[config.mk]
export PLATFORM = sky130hd
export DESIGN_NAME = fall_alert_annunciator
export DESIGN_NICKNAME = d
export VERILOG_FILES = /design/src/rtl/faa_pkg.sv /design/src/rtl/faa_cfg.sv /design/src/rtl/faa_core.sv /design/src/rtl/faa_secs.sv /design/src/rtl/fall_alert_annunciator.sv
export SDC_FILE = /design/constraint.sdc
export NUM_CORES = 2
export LEC_CHECK = 0
export BUFFER_PORTS_ARGS = -buffer_cell sky130_fd_sc_hd__buf_2
export CELL_PAD_IN_SITES_DETAIL_PLACEMENT = 1
export CELL_PAD_IN_SITES_GLOBAL_PLACEMENT = 2
export CORE_ASPECT_RATIO = 1.4
export CORE_MARGIN = 4
export CORE_UTILIZATION = 43
export DETAILED_ROUTE_END_ITERATION = 10
export PLACE_DENSITY_LB_ADDON = 0.12
export SYNTH_ARGS = -nofsm -noshare
export SYNTH_HDL_FRONTEND = slang
export SYNTH_SLANG_ARGS = --single-unit
[constraint.sdc]
create_clock -name clk_i -period 11.5 [get_ports clk_i]
set_input_delay 0.575 -clock clk_i [delete_from_list [all_inputs] [get_ports clk_i]]
set_output_delay 0.575 -clock clk_i [all_outputs]
set_load 0.02 [all_outputs]
[src/rtl/faa_pkg.sv]
// Shared types, codes and constants of the fall alert annunciator.
`timescale 1ns / 1ps

package faa_pkg;

  localparam int unsigned CfgIdxW = 3;
  localparam int unsigned CfgDataW = 16;
  localparam int unsigned TimeW = 32;
  localparam int unsigned SecsW = 23;
  localparam int unsigned HoldW = 4;

  typedef enum logic [CfgIdxW-1:0] {
    CFG_NEAR_LATCH = 3'd0,
    CFG_BUZZ_DELAY = 3'd1,
    CFG_BUZZ_ON    = 3'd2,
    CFG_BUZZ_STEP  = 3'd3,
    CFG_BUZZ_SLOW  = 3'd4,
    CFG_LED_REAL   = 3'd5,
    CFG_LED_NEAR   = 3'd6,
    CFG_ACK_HOLD   = 3'd7
  } cfg_idx_e;

  localparam logic [1:0] EVT_NEAR = 2'd1;
  localparam logic [1:0] EVT_REAL = 2'd2;

  localparam logic [1:0] LVL_NONE = 2'd0;
  localparam logic [1:0] LVL_NEAR = 2'd1;
  localparam logic [1:0] LVL_REAL = 2'd2;

  localparam logic [15:0] NEAR_LATCH_RST = 16'd2000;
  localparam logic [15:0] BUZZ_DELAY_RST = 16'd5000;
  localparam logic [15:0] BUZZ_ON_RST    = 16'd120;
  localparam logic [15:0] BUZZ_STEP_RST  = 16'd10000;
  localparam logic [15:0] BUZZ_SLOW_RST  = 16'd400;
  localparam logic [15:0] LED_REAL_RST   = 16'd200;
  localparam logic [15:0] LED_NEAR_RST   = 16'd600;
  localparam logic [HoldW-1:0] ACK_HOLD_RST = 4'd10;

  localparam logic [15:0] OFF_MID_MS  = 16'd200;
  localparam logic [15:0] OFF_FAST_MS = 16'd80;

  // Division by 1000 as a multiplication by the rounded-up value of 2^38 / 1000, a scaled reciprocal of 1000.
  localparam int unsigned DivMulW = 29;
  localparam logic [DivMulW-1:0] DIV_MUL = 29'd274877907;
  localparam int unsigned DivShift = 38;
  localparam int unsigned ProdW = TimeW + DivMulW;

  typedef struct packed {
    logic [15:0]      near_latch_ms;
    logic [15:0]      beep_wait_ms;
    logic [15:0]      beep_len_ms;
    logic [15:0]      beep_stage_ms;
    logic [15:0]      beep_gap_slow_ms;
    logic [15:0]      led_real_period_ms;
    logic [15:0]      led_near_period_ms;
    logic [HoldW-1:0] ack_hold_ticks;
  } faa_cfg_t;

  typedef struct packed {
    logic             led;
    logic             buzzer;
    logic [1:0]       level;
    logic             ack;
    logic [TimeW-1:0] elapsed;
  } faa_mid_t;

endpackage

[src/rtl/faa_cfg.sv]
// Configuration register file of the fall alert annunciator.
`timescale 1ns / 1ps

module faa_cfg import faa_pkg::*; (
  input  logic                clk_i,
  input  logic                rst_ni,
  input  logic                cfg_we_i,
  input  logic [CfgIdxW-1:0]  cfg_idx_i,
  input  logic [CfgDataW-1:0] cfg_data_i,
  output faa_cfg_t            cfg_o
);

  faa_cfg_t cfg_q;
  faa_cfg_t cfg_d;

  always_comb begin
    cfg_d = cfg_q;
    if (cfg_we_i) begin
      case (cfg_idx_e'(cfg_idx_i))
        CFG_NEAR_LATCH: cfg_d.near_latch_ms = cfg_data_i;
        CFG_BUZZ_DELAY: cfg_d.beep_wait_ms = cfg_data_i;
        CFG_BUZZ_ON:    cfg_d.beep_len_ms = cfg_data_i;
        CFG_BUZZ_STEP:  cfg_d.beep_stage_ms = cfg_data_i;
        CFG_BUZZ_SLOW:  cfg_d.beep_gap_slow_ms = cfg_data_i;
        CFG_LED_REAL:   cfg_d.led_real_period_ms = cfg_data_i;
        CFG_LED_NEAR:   cfg_d.led_near_period_ms = cfg_data_i;
        CFG_ACK_HOLD:   cfg_d.ack_hold_ticks = cfg_data_i[HoldW-1:0];
        default:        cfg_d = cfg_q;
      endcase
    end
  end

  always_ff @(posedge clk_i or negedge rst_ni) begin
    if (!rst_ni) begin
      cfg_q.near_latch_ms      <= NEAR_LATCH_RST;
      cfg_q.beep_wait_ms       <= BUZZ_DELAY_RST;
      cfg_q.beep_len_ms        <= BUZZ_ON_RST;
      cfg_q.beep_stage_ms      <= BUZZ_STEP_RST;
      cfg_q.beep_gap_slow_ms   <= BUZZ_SLOW_RST;
      cfg_q.led_real_period_ms <= LED_REAL_RST;
      cfg_q.led_near_period_ms <= LED_NEAR_RST;
      cfg_q.ack_hold_ticks     <= ACK_HOLD_RST;
    end else begin
      cfg_q <= cfg_d;
    end
  end

  assign cfg_o = cfg_q;

endmodule

[src/rtl/faa_core.sv]
// Per-tick alert latch, LED and buzzer timing and button acknowledge logic.
`timescale 1ns / 1ps

module faa_core import faa_pkg::*; (
  input  logic             clk_i,
  input  logic             rst_ni,
  input  faa_cfg_t         cfg_i,
  input  logic             step_i,
  input  logic [TimeW-1:0] now_i,
  input  logic [1:0]       req_i,
  input  logic             pressed_i,
  output faa_mid_t         mid_o
);

  logic [1:0]       level_q, level_d;
  logic [TimeW-1:0] ltime_q, ltime_d;
  logic             led_q, led_d;
  logic [TimeW-1:0] led_last_q, led_last_d;
  logic             buzz_q, buzz_d;
  logic [TimeW-1:0] buzz_last_q, buzz_last_d;
  logic             was_down_q, was_down_d;
  logic             armed_q, armed_d;
  logic [HoldW-1:0] count_q, count_d;

  always_comb begin
    logic [1:0]       lvl;
    logic [TimeW-1:0] elapsed;
    logic [TimeW-1:0] led_gap;
    logic [TimeW-1:0] buzz_gap;
    logic [TimeW-1:0] beep_time;
    logic [15:0]      period;
    logic [15:0]      off_gap;
    logic [HoldW-1:0] cnt_next;
    logic             ack;

    level_d     = level_q;
    ltime_d     = ltime_q;
    led_d       = led_q;
    led_last_d  = led_last_q;
    buzz_d      = buzz_q;
    buzz_last_d = buzz_last_q;
    was_down_d  = was_down_q;
    armed_d     = armed_q;
    count_d     = count_q;
    ack         = 1'b0;
    cnt_next    = count_q;

    lvl = level_q;
    if (req_i == EVT_REAL) begin
      if (level_q != LVL_REAL) begin
        lvl     = LVL_REAL;
        ltime_d = now_i;
      end
    end else if (req_i == EVT_NEAR && level_q == LVL_NONE) begin
      lvl     = LVL_NEAR;
      ltime_d = now_i;
    end

    elapsed = now_i - ltime_d;
    if (lvl == LVL_NEAR && elapsed > {16'd0, cfg_i.near_latch_ms}) begin
      lvl = LVL_NONE;
    end

    led_gap   = now_i - led_last_q;
    buzz_gap  = now_i - buzz_last_q;
    beep_time = elapsed - {16'd0, cfg_i.beep_wait_ms};
    period    = (lvl == LVL_REAL) ? cfg_i.led_real_period_ms : cfg_i.led_near_period_ms;

    if (beep_time < {16'd0, cfg_i.beep_stage_ms}) begin
      off_gap = cfg_i.beep_gap_slow_ms;
    end else if (beep_time < {15'd0, cfg_i.beep_stage_ms, 1'b0}) begin
      off_gap = OFF_MID_MS;
    end else begin
      off_gap = OFF_FAST_MS;
    end

    if (lvl == LVL_NONE) begin
      led_d = 1'b0;
    end else if (led_gap >= {16'd0, period}) begin
      led_d      = ~led_q;
      led_last_d = now_i;
    end

    if (lvl != LVL_REAL || elapsed < {16'd0, cfg_i.beep_wait_ms}) begin
      buzz_d = 1'b0;
    end else if (buzz_q) begin
      if (buzz_gap >= {16'd0, cfg_i.beep_len_ms}) begin
        buzz_d      = 1'b0;
        buzz_last_d = now_i;
      end
    end else if (buzz_gap >= {16'd0, off_gap}) begin
      buzz_d      = 1'b1;
      buzz_last_d = now_i;
    end

    if (lvl != LVL_REAL) begin
      was_down_d = 1'b0;
      armed_d    = 1'b0;
      count_d    = '0;
    end else if (pressed_i) begin
      if (!was_down_q) begin
        was_down_d = 1'b1;
        count_d    = HoldW'(1);
      end else if (armed_q) begin
        if (count_q < cfg_i.ack_hold_ticks) begin
          cnt_next = count_q + HoldW'(1);
        end
        count_d = cnt_next;
        if (cnt_next >= cfg_i.ack_hold_ticks) begin
          ack        = 1'b1;
          lvl        = LVL_NONE;
          was_down_d = 1'b0;
          armed_d    = 1'b0;
          count_d    = '0;
        end
      end
    end else begin
      was_down_d = 1'b0;
      count_d    = '0;
      armed_d    = 1'b1;
    end

    level_d = lvl;

    mid_o.led     = led_d;
    mid_o.buzzer  = buzz_d;
    mid_o.level   = lvl;
    mid_o.ack     = ack;
    mid_o.elapsed = elapsed;
  end

  always_ff @(posedge clk_i or negedge rst_ni) begin
    if (!rst_ni) begin
      level_q     <= LVL_NONE;
      ltime_q     <= '0;
      led_q       <= 1'b0;
      led_last_q  <= '0;
      buzz_q      <= 1'b0;
      buzz_last_q <= '0;
      was_down_q  <= 1'b0;
      armed_q     <= 1'b0;
      count_q     <= '0;
    end else if (step_i) begin
      level_q     <= level_d;
      ltime_q     <= ltime_d;
      led_q       <= led_d;
      led_last_q  <= led_last_d;
      buzz_q      <= buzz_d;
      buzz_last_q <= buzz_last_d;
      was_down_q  <= was_down_d;
      armed_q     <= armed_d;
      count_q     <= count_d;
    end
  end

endmodule

[src/rtl/faa_secs.sv]
// Result register stage that converts the alert duration to whole seconds.
`timescale 1ns / 1ps

module faa_secs import faa_pkg::*; (
  input  logic             clk_i,
  input  faa_mid_t         mid_i,
  input  logic             load_i,
  output logic             led_o,
  output logic             buzzer_o,
  output logic [1:0]       alert_level_o,
  output logic             ack_o,
  output logic [SecsW-1:0] ack_seconds_o
);

  logic [ProdW-1:0] prod;
  logic [SecsW-1:0] secs_d;
  logic             led_q;
  logic             buzzer_q;
  logic [1:0]       level_q;
  logic             ack_q;
  logic [SecsW-1:0] secs_q;

  assign prod   = ProdW'(mid_i.elapsed) * ProdW'(DIV_MUL);
  assign secs_d = mid_i.ack ? prod[DivShift +: SecsW] : '0;

  always_ff @(posedge clk_i) begin
    if (load_i) begin
      led_q    <= mid_i.led;
      buzzer_q <= mid_i.buzzer;
      level_q  <= mid_i.level;
      ack_q    <= mid_i.ack;
      secs_q   <= secs_d;
    end
  end

  assign led_o         = led_q;
  assign buzzer_o      = buzzer_q;
  assign alert_level_o = level_q;
  assign ack_o         = ack_q;
  assign ack_seconds_o = secs_q;

endmodule

[src/rtl/fall_alert_annunciator.sv]
// Top level of the fall alert annunciator: handshakes, tick pipeline and result stage.
`timescale 1ns / 1ps

// Each accepted item is one service tick. The block takes one item in every clock cycle while
// in_stall_o is low, and passes it on through three registers to the outputs: the tick
// is held in an input register, the alert, LED, buzzer and button state is updated in a single
// pass into a middle register, and the registered reciprocal multiplication that turns the
// alert duration into whole seconds fills the result register. Each stage moves on whenever
// the stage after it is empty or moving, so a stalled result holds back new items only once
// all three stages are full. Configuration registers may be written only while no item is in
// flight.

module fall_alert_annunciator import faa_pkg::*; (
  input  logic                clk_i,
  input  logic                rst_ni,
  input  logic                cfg_we_i,
  input  logic [CfgIdxW-1:0]  cfg_idx_i,
  input  logic [CfgDataW-1:0] cfg_data_i,
  input  logic                in_valid_i,
  output logic                in_stall_o,
  input  logic [TimeW-1:0]    now_ms_i,
  input  logic [1:0]          event_req_i,
  input  logic                button_down_i,
  output logic                out_valid_o,
  input  logic                out_stall_i,
  output logic                led_o,
  output logic                buzzer_o,
  output logic [1:0]          alert_level_o,
  output logic                ack_o,
  output logic [SecsW-1:0]    ack_seconds_o
);

  faa_cfg_t         cfg;
  faa_mid_t         mid_comb;
  faa_mid_t         mid_q;
  logic             in_v_q;
  logic             mid_v_q;
  logic             out_v_q;
  logic [TimeW-1:0] now_q;
  logic [1:0]       req_q;
  logic             btn_q;
  logic             out_ready;
  logic             mid_ready;
  logic             in_ready;
  logic             in_take;
  logic             step;
  logic             mid_move;

  assign out_ready = !out_v_q || !out_stall_i;
  assign mid_ready = !mid_v_q || out_ready;
  assign in_ready  = !in_v_q || mid_ready;
  assign in_take   = in_valid_i && in_ready;
  assign step      = in_v_q && mid_ready;
  assign mid_move  = mid_v_q && out_ready;

  faa_cfg u_cfg (
    .clk_i      (clk_i),
    .rst_ni     (rst_ni),
    .cfg_we_i   (cfg_we_i),
    .cfg_idx_i  (cfg_idx_i),
    .cfg_data_i (cfg_data_i),
    .cfg_o      (cfg)
  );

  always_ff @(posedge clk_i or negedge rst_ni) begin
    if (!rst_ni) begin
      in_v_q  <= 1'b0;
      mid_v_q <= 1'b0;
      out_v_q <= 1'b0;
    end else begin
      if (in_ready) begin
        in_v_q <= in_valid_i;
      end
      if (mid_ready) begin
        mid_v_q <= in_v_q;
      end
      if (out_ready) begin
        out_v_q <= mid_v_q;
      end
    end
  end

  always_ff @(posedge clk_i) begin
    if (in_take) begin
      now_q <= now_ms_i;
      req_q <= event_req_i;
      btn_q <= button_down_i;
    end
    if (step) begin
      mid_q <= mid_comb;
    end
  end

  faa_core u_core (
    .clk_i     (clk_i),
    .rst_ni    (rst_ni),
    .cfg_i     (cfg),
    .step_i    (step),
    .now_i     (now_q),
    .req_i     (req_q),
    .pressed_i (btn_q),
    .mid_o     (mid_comb)
  );

  faa_secs u_secs (
    .clk_i         (clk_i),
    .mid_i         (mid_q),
    .load_i        (mid_move),
    .led_o         (led_o),
    .buzzer_o      (buzzer_o),
    .alert_level_o (alert_level_o),
    .ack_o         (ack_o),
    .ack_seconds_o (ack_seconds_o)
  );

  assign in_stall_o  = !in_ready;
  assign out_valid_o = out_v_q;

endmodule
# Word-level counts from Yosys, hierarchy flattened
# Index checks and enable logic that the tools add are counted.
[word_totals] in_bits=59 elab_cells=145 output_inout_bits=30 ff_bits=325
[classes] n_mul=1 n_addsub=5 n_reduce_logical=31 n_eq_ne=16 order_cmp=9 muxes=44 bitwise_logic=6
[op_table] op="two-way mux 32 bit" n=6
[op_table] op=">= comparator 32 x 16 -> 1 bit" n=3
[op_table] op="subtractor 32 bit" n=3
[op_table] op="less-than comparator 32 x 16 -> 1 bit" n=2
[op_table] op="multiplier 32 x 29 -> 61 bit, second input constant" n=1
[op_table] op="two-way mux 4 bit" n=10
[op_table] op="> comparator 32 x 16 -> 1 bit" n=1
[op_table] op="less-than comparator 32 x 17 -> 1 bit" n=1
[op_table] op="two-way mux 16 bit" n=2
[op_table] op="subtractor 32 x 16 -> 32 bit" n=1
[op_table] op="AND reduction 2 bit" n=10
[op_table] op="two-way mux 2 bit" n=9
[op_table] op="two-way mux 1 bit" n=16
[op_table] op="equality test 3 bit, second input constant" n=4
[op_table] op="two-way mux 8 bit" n=1
[op_table] op="equality test 3 x 2 -> 1 bit, second input constant" n=2
[op_table] op="!= test 2 bit, second input constant" n=3
[op_table] op="NOT 1 bit" n=6
[op_table] op="logical AND 1 bit" n=5
[op_table] op="logical NOT 1 bit" n=5
[op_table] op="adder 4 x 1 -> 4 bit, second input constant" n=1
[op_table] op="equality test 2 x 1 -> 1 bit, second input constant" n=2
[op_table] op="equality test 2 bit, second input constant" n=2
[op_table] op=">= comparator 4 bit" n=1
[op_table] op="11 further kinds" n=15

# Longest topological paths before layout
[depth] depth_word=16 mapped_depth=47 ltp_nobuf=43

# Hierarchy
# A second synthesis with hierarchy kept.
[hier_totals] cells_unflattened=3900 hier_area_um2=38077.8
[by_module_without_submodules] module="faa_secs" cells_each=1664 area_per_inst_um2=16144.2 seq_area_each_um2=840.8 n_inst=1
[by_module_without_submodules] module="faa_core" cells_each=1898 area_per_inst_um2=15134.5 seq_area_each_um2=2652.5 n_inst=1
[by_module_without_submodules] module="faa_cfg" cells_each=254 area_per_inst_um2=4505.6 seq_area_each_um2=2942.8 n_inst=1
[by_module_without_submodules] module="fall_alert_annunciator" cells_each=84 area_per_inst_um2=2293.4 seq_area_each_um2=2237.1 n_inst=1

# Least setup slack after synthesis
# No wires, ideal clock.
[synth_path] kind="flip-flop to flip-flop" start="register u_core.level_q[0]" end="register u_core.buzz_last_q[24]" n_path_buf=5 setup_time_ns=0.125 synth_period_minus_slack_ns=9.233 setup_slack_ns=2.267 t_required_ns=11.375 t_arrival_ns=9.109 path_stages_with_launch=45 cell_sequence="dfrtp_1 > buf_4 > nand2b_1 > buf_2 > a21oi_2 > clkbuf_1 > mux2i_1 > ha_1 > a21o_1 > a21o_1 > a2111oi_0 > o21ai_1 > and2_1 > a21oi_1 > o21ai_0 > a21oi_1 > nor2_1 > nor2_1 > (+9 left out) > o32ai_1 > nor3_1 > clkbuf_1 > nand2_1 > ha_1 > a21oi_1 > nor2b_1 > o21ai_0 > a21oi_1 > o21a_1 > o21ai_0 > a21oi_1 > o221ai_1 > a21oi_1 > o21ai_0 > a21oi_1 > clkbuf_1 > mux2_2"
[synth_rtl] item="from (decl)" line="faa_core.sv:15" source="logic [1:0] level_q, level_d;"
[synth_rtl] item="from (signal assigned)" line="faa_core.sv:144" source="level_q <= level_d;"
[synth_rtl] item="to (signal assigned)" line="faa_core.sv:149" source="buzz_last_q <= buzz_last_d;"
[synth_rtl] item="to (decl)" line="faa_core.sv:20" source="logic [TimeW-1:0] buzz_last_q, buzz_last_d;"

==> impl_results.md <==
* Hpwl dp at between 90000 and 100000 µm
* Drt pass-1 iters at 4
* Worst Path Class, Setup: register to register
* Final hold violations at 0
* Synth Register Bits at 325
* Maximum achievable frequency at between 90 and 100 MHz
* Placed cell area at ~37000 µm²
* Clk_skew at 50.4 ps
* Row count at between 100 and 150
* Final Non-Filler Cells at between 4000 and 5000
* Worst slew pin tran at 1180 ps
* Max clock buf depth at 3
* Area share of fa/ha/maj cells after synthesis at a little under two fifths
* Cts bufs inserted at 38
* Die Y at roughly 350 µm
* Slowest-stage cell, CP: a2111oi_0
* Mux cell area share after synthesis at about 5.7%
* Xor-xnor portion of the synthesized cell area at between 2 and 2.5%
* Fin worst setup slack at a little over 1000 ps
* Max FO, Critical Path at 32
* Synth top area share at between 20% and 30%
* Initial DRC Count at approximately 950
* Post-route cell area at between 30000 and 40000 µm²
* DIE AREA at roughly 87000 µm²
* Hold WC Path Type: input pin to register
* Max-cap violations at 0
* Storage element area at roughly 8700 µm²
* Clock slew at reported path FFs at 70 ps
* CP Launch Type: register
* Main combinational cell family by area after synthesis: adder cells
* Routability Congestion at 0.926
* YS warnings at 0
* Multi-input gate area at ~24000 µm²
* Syn_nets at ~4500
* Root Buffer: clkbuf_16
* Pre-CTS setup slack at between 700 and 800 ps
* Antenna violations before repair at 1
* Port Buffers at a little under 90
* Grt ovf at 0
* CTS Sinks at ~330
* Synth unique cells at 85
* Tcrit/Tclk final at 91.0%
* Setup TNS at 0 ps
* Synth Area in Simple Gates at ~9%
* Seq/Total Area, Yosys at between 20% and 30%
* Arrival @ worst endpoint at approximately 11000 ps
* Via-to-Cell Ratio at 5.52
* Most frequent CP cell: a21oi_1
* # DRC at 0
* Top delay family on crit path: compound AO/OA/AOI/OAI gates
* Post-synth ARST share at slightly below 70%
* Largest cells by area after synthesis: ha_1 21%, fa_1 17%, dfrtp_1 14%
* Status: completed
* Mapped Cells at 3581
* First-pass GRT wire length at ~170000 µm
* Yosys top cell by area: ha_1
* Compound-cell area share of the yosys netlist at around an eighth
* Number of global-route vias before repair at roughly 30000
* Final Max Slew Viols at 0
* Latest clock arrival within the worst-skew pair at 610 ps
* Die X at around 250 µm
* I/O Pins at approximately 90
* Post-synth EDFFs at 100
* Mapped Area at between 30000 and 40000 µm²
* Flop2flop setup slack at approximately 1000 ps
* Fill count at a little over 9000
* Worst Path Buf+Inv at 2
* WP data required at around 12000 ps
* RSZ-0062 raised after global routing: no
* Prevailing post-synth register cell: dfrtp_1
* Max incr delay on CP at between 600 and 700 ps
* Slew headroom at a little over a fifth
* DP Cell Count at 4702
* Starting density of the core at 43.4%
* # H-tree levels at 2
* Overall Global Routing Usage at 25.6%
* DRT Wirelength at about 110000 µm
* CP Capture Type: register
* Area delta synth->final at 8.84%
* CTS tree: done
* Most frequent cells in the layout: 713 x inv_1, 596 x ha_1, 302 x fa_1
* Antenna viol nets, final at 0
* Core ar. at roughly 80000 µm²
* Layout net count at ~4600
* Commonest non-fill, non-tap cell in the layout: inv_1
* Layout cells sized above 1 at approximately a tenth
* Post-DR wirelength/cell at around 23 µm
* Total number of vias at approximately 26000
* Pin count of the biggest net entering global routing at 64
* Average cell area after synthesis at approximately 10 µm²
* Tmin final at about 10000 ps
* Setup violators final at 0
-- final cells by class --
type	count	share of cell area [%]
clock inverter	24	0.683
tap	1071	3.47
timing repair buffer	118	1.79
multi-input combinational	2477	62.0
inverter	715	6.94
antenna	1	0.00647
sequential	325	22.4
clock buffer	46	2.70
-- flip-flops by register name (all words and copies together) (netlist names), 2 cells and up --
register	cells
u_cfg.cfg_o	116
mid_q	37
now_q	32
u_core.buzz_last_q	32
u_core.led_last_q	32
u_core.ltime_q	32
u_secs.ack_seconds_o	23
u_core.count_q	4
req_q	2
u_core.level_q	2
u_secs.alert_level_o	2
-- logic make-up (layout without fill, tap and decap cells) --
group,Yosys count,count (layout)
AO/OA/AOI/OAI,662,663
buffers and inverters,780,903
adder cells (fa/ha/maj),898,898
XOR/XNOR,98,98
flip-flops,325,325
other,0,1
AND/OR/NAND/NOR,633,633
multiplexers,185,185
-- layer usage --
metal,part of all wire [%],GRT usage (%)
met4,4.7,10.6
met2,56,51.1
met5,0,0
met3,1.7,1.95
met1,38,27.4
-- synthesized netlist by cell type (29+ instances only) --
cell type / number
xor2_1: 33
o21a_1: 34
nor3_1: 38
dfrtp_1: 193
fa_1: 302
inv_1: 713
xnor2_1: 64
nand3_1: 41
a21oi_1: 157
ha_1: 596
nor2_1: 130
dfstp_2: 32
nand2_1: 190
o21ai_0: 163
nand4_1: 39
edfxtp_1: 100
nor2b_1: 37
clkbuf_1: 55
a21o_1: 107
mux2_2: 104
and2_1: 29
mux2i_1: 53
-- metrics by stage --
step / utilization [%] / hold WS (ps)
after floorplan: - / 279
after global placement: 45.6 / 463
after detailed placement: 45.6 / 467
after CTS: 47.2 / 104
after global routing: 47.3 / 122
final: 47.3 / 140
-- worst register-to-register path: cells and delay by family, from the launching register on --
family	cells	cell delay (ps)
AO/OA/AOI/OAI	22	4990
AND/OR/NAND/NOR	10	1730
adder cells (fa/ha/maj)	4	1100
multiplexers	2	740
buffers and inverters	2	690
XOR/XNOR	2	610
flip-flops	1	520
-- worst paths after layout --
kind,to,cells after the start,from
min in group asynchronous,u_core.led_last_q[19],2,rst_ni
min reg2reg,u_core.ltime_q[28],2,u_core.ltime_q[28]
max reg2reg,u_core.buzz_last_q[20],42,u_core.level_q[0]
max in group asynchronous,u_core.level_q[0],4,rst_ni
max,u_core.buzz_last_q[20],42,u_core.level_q[0]
min,btn_q,1,button_down_i
-- repair_timing --
item,4_1_cts,5_1_grt
resized for setup,0,1
buffers inserted,0,2
hold buffers,1,0
endpoints found under the hold margin,61,0
endpoints found under the setup margin,0,32
Power is left out: the tool's default activity adds up to more than one toggle a clock period on the data nets, which glitch-free logic cannot reach.
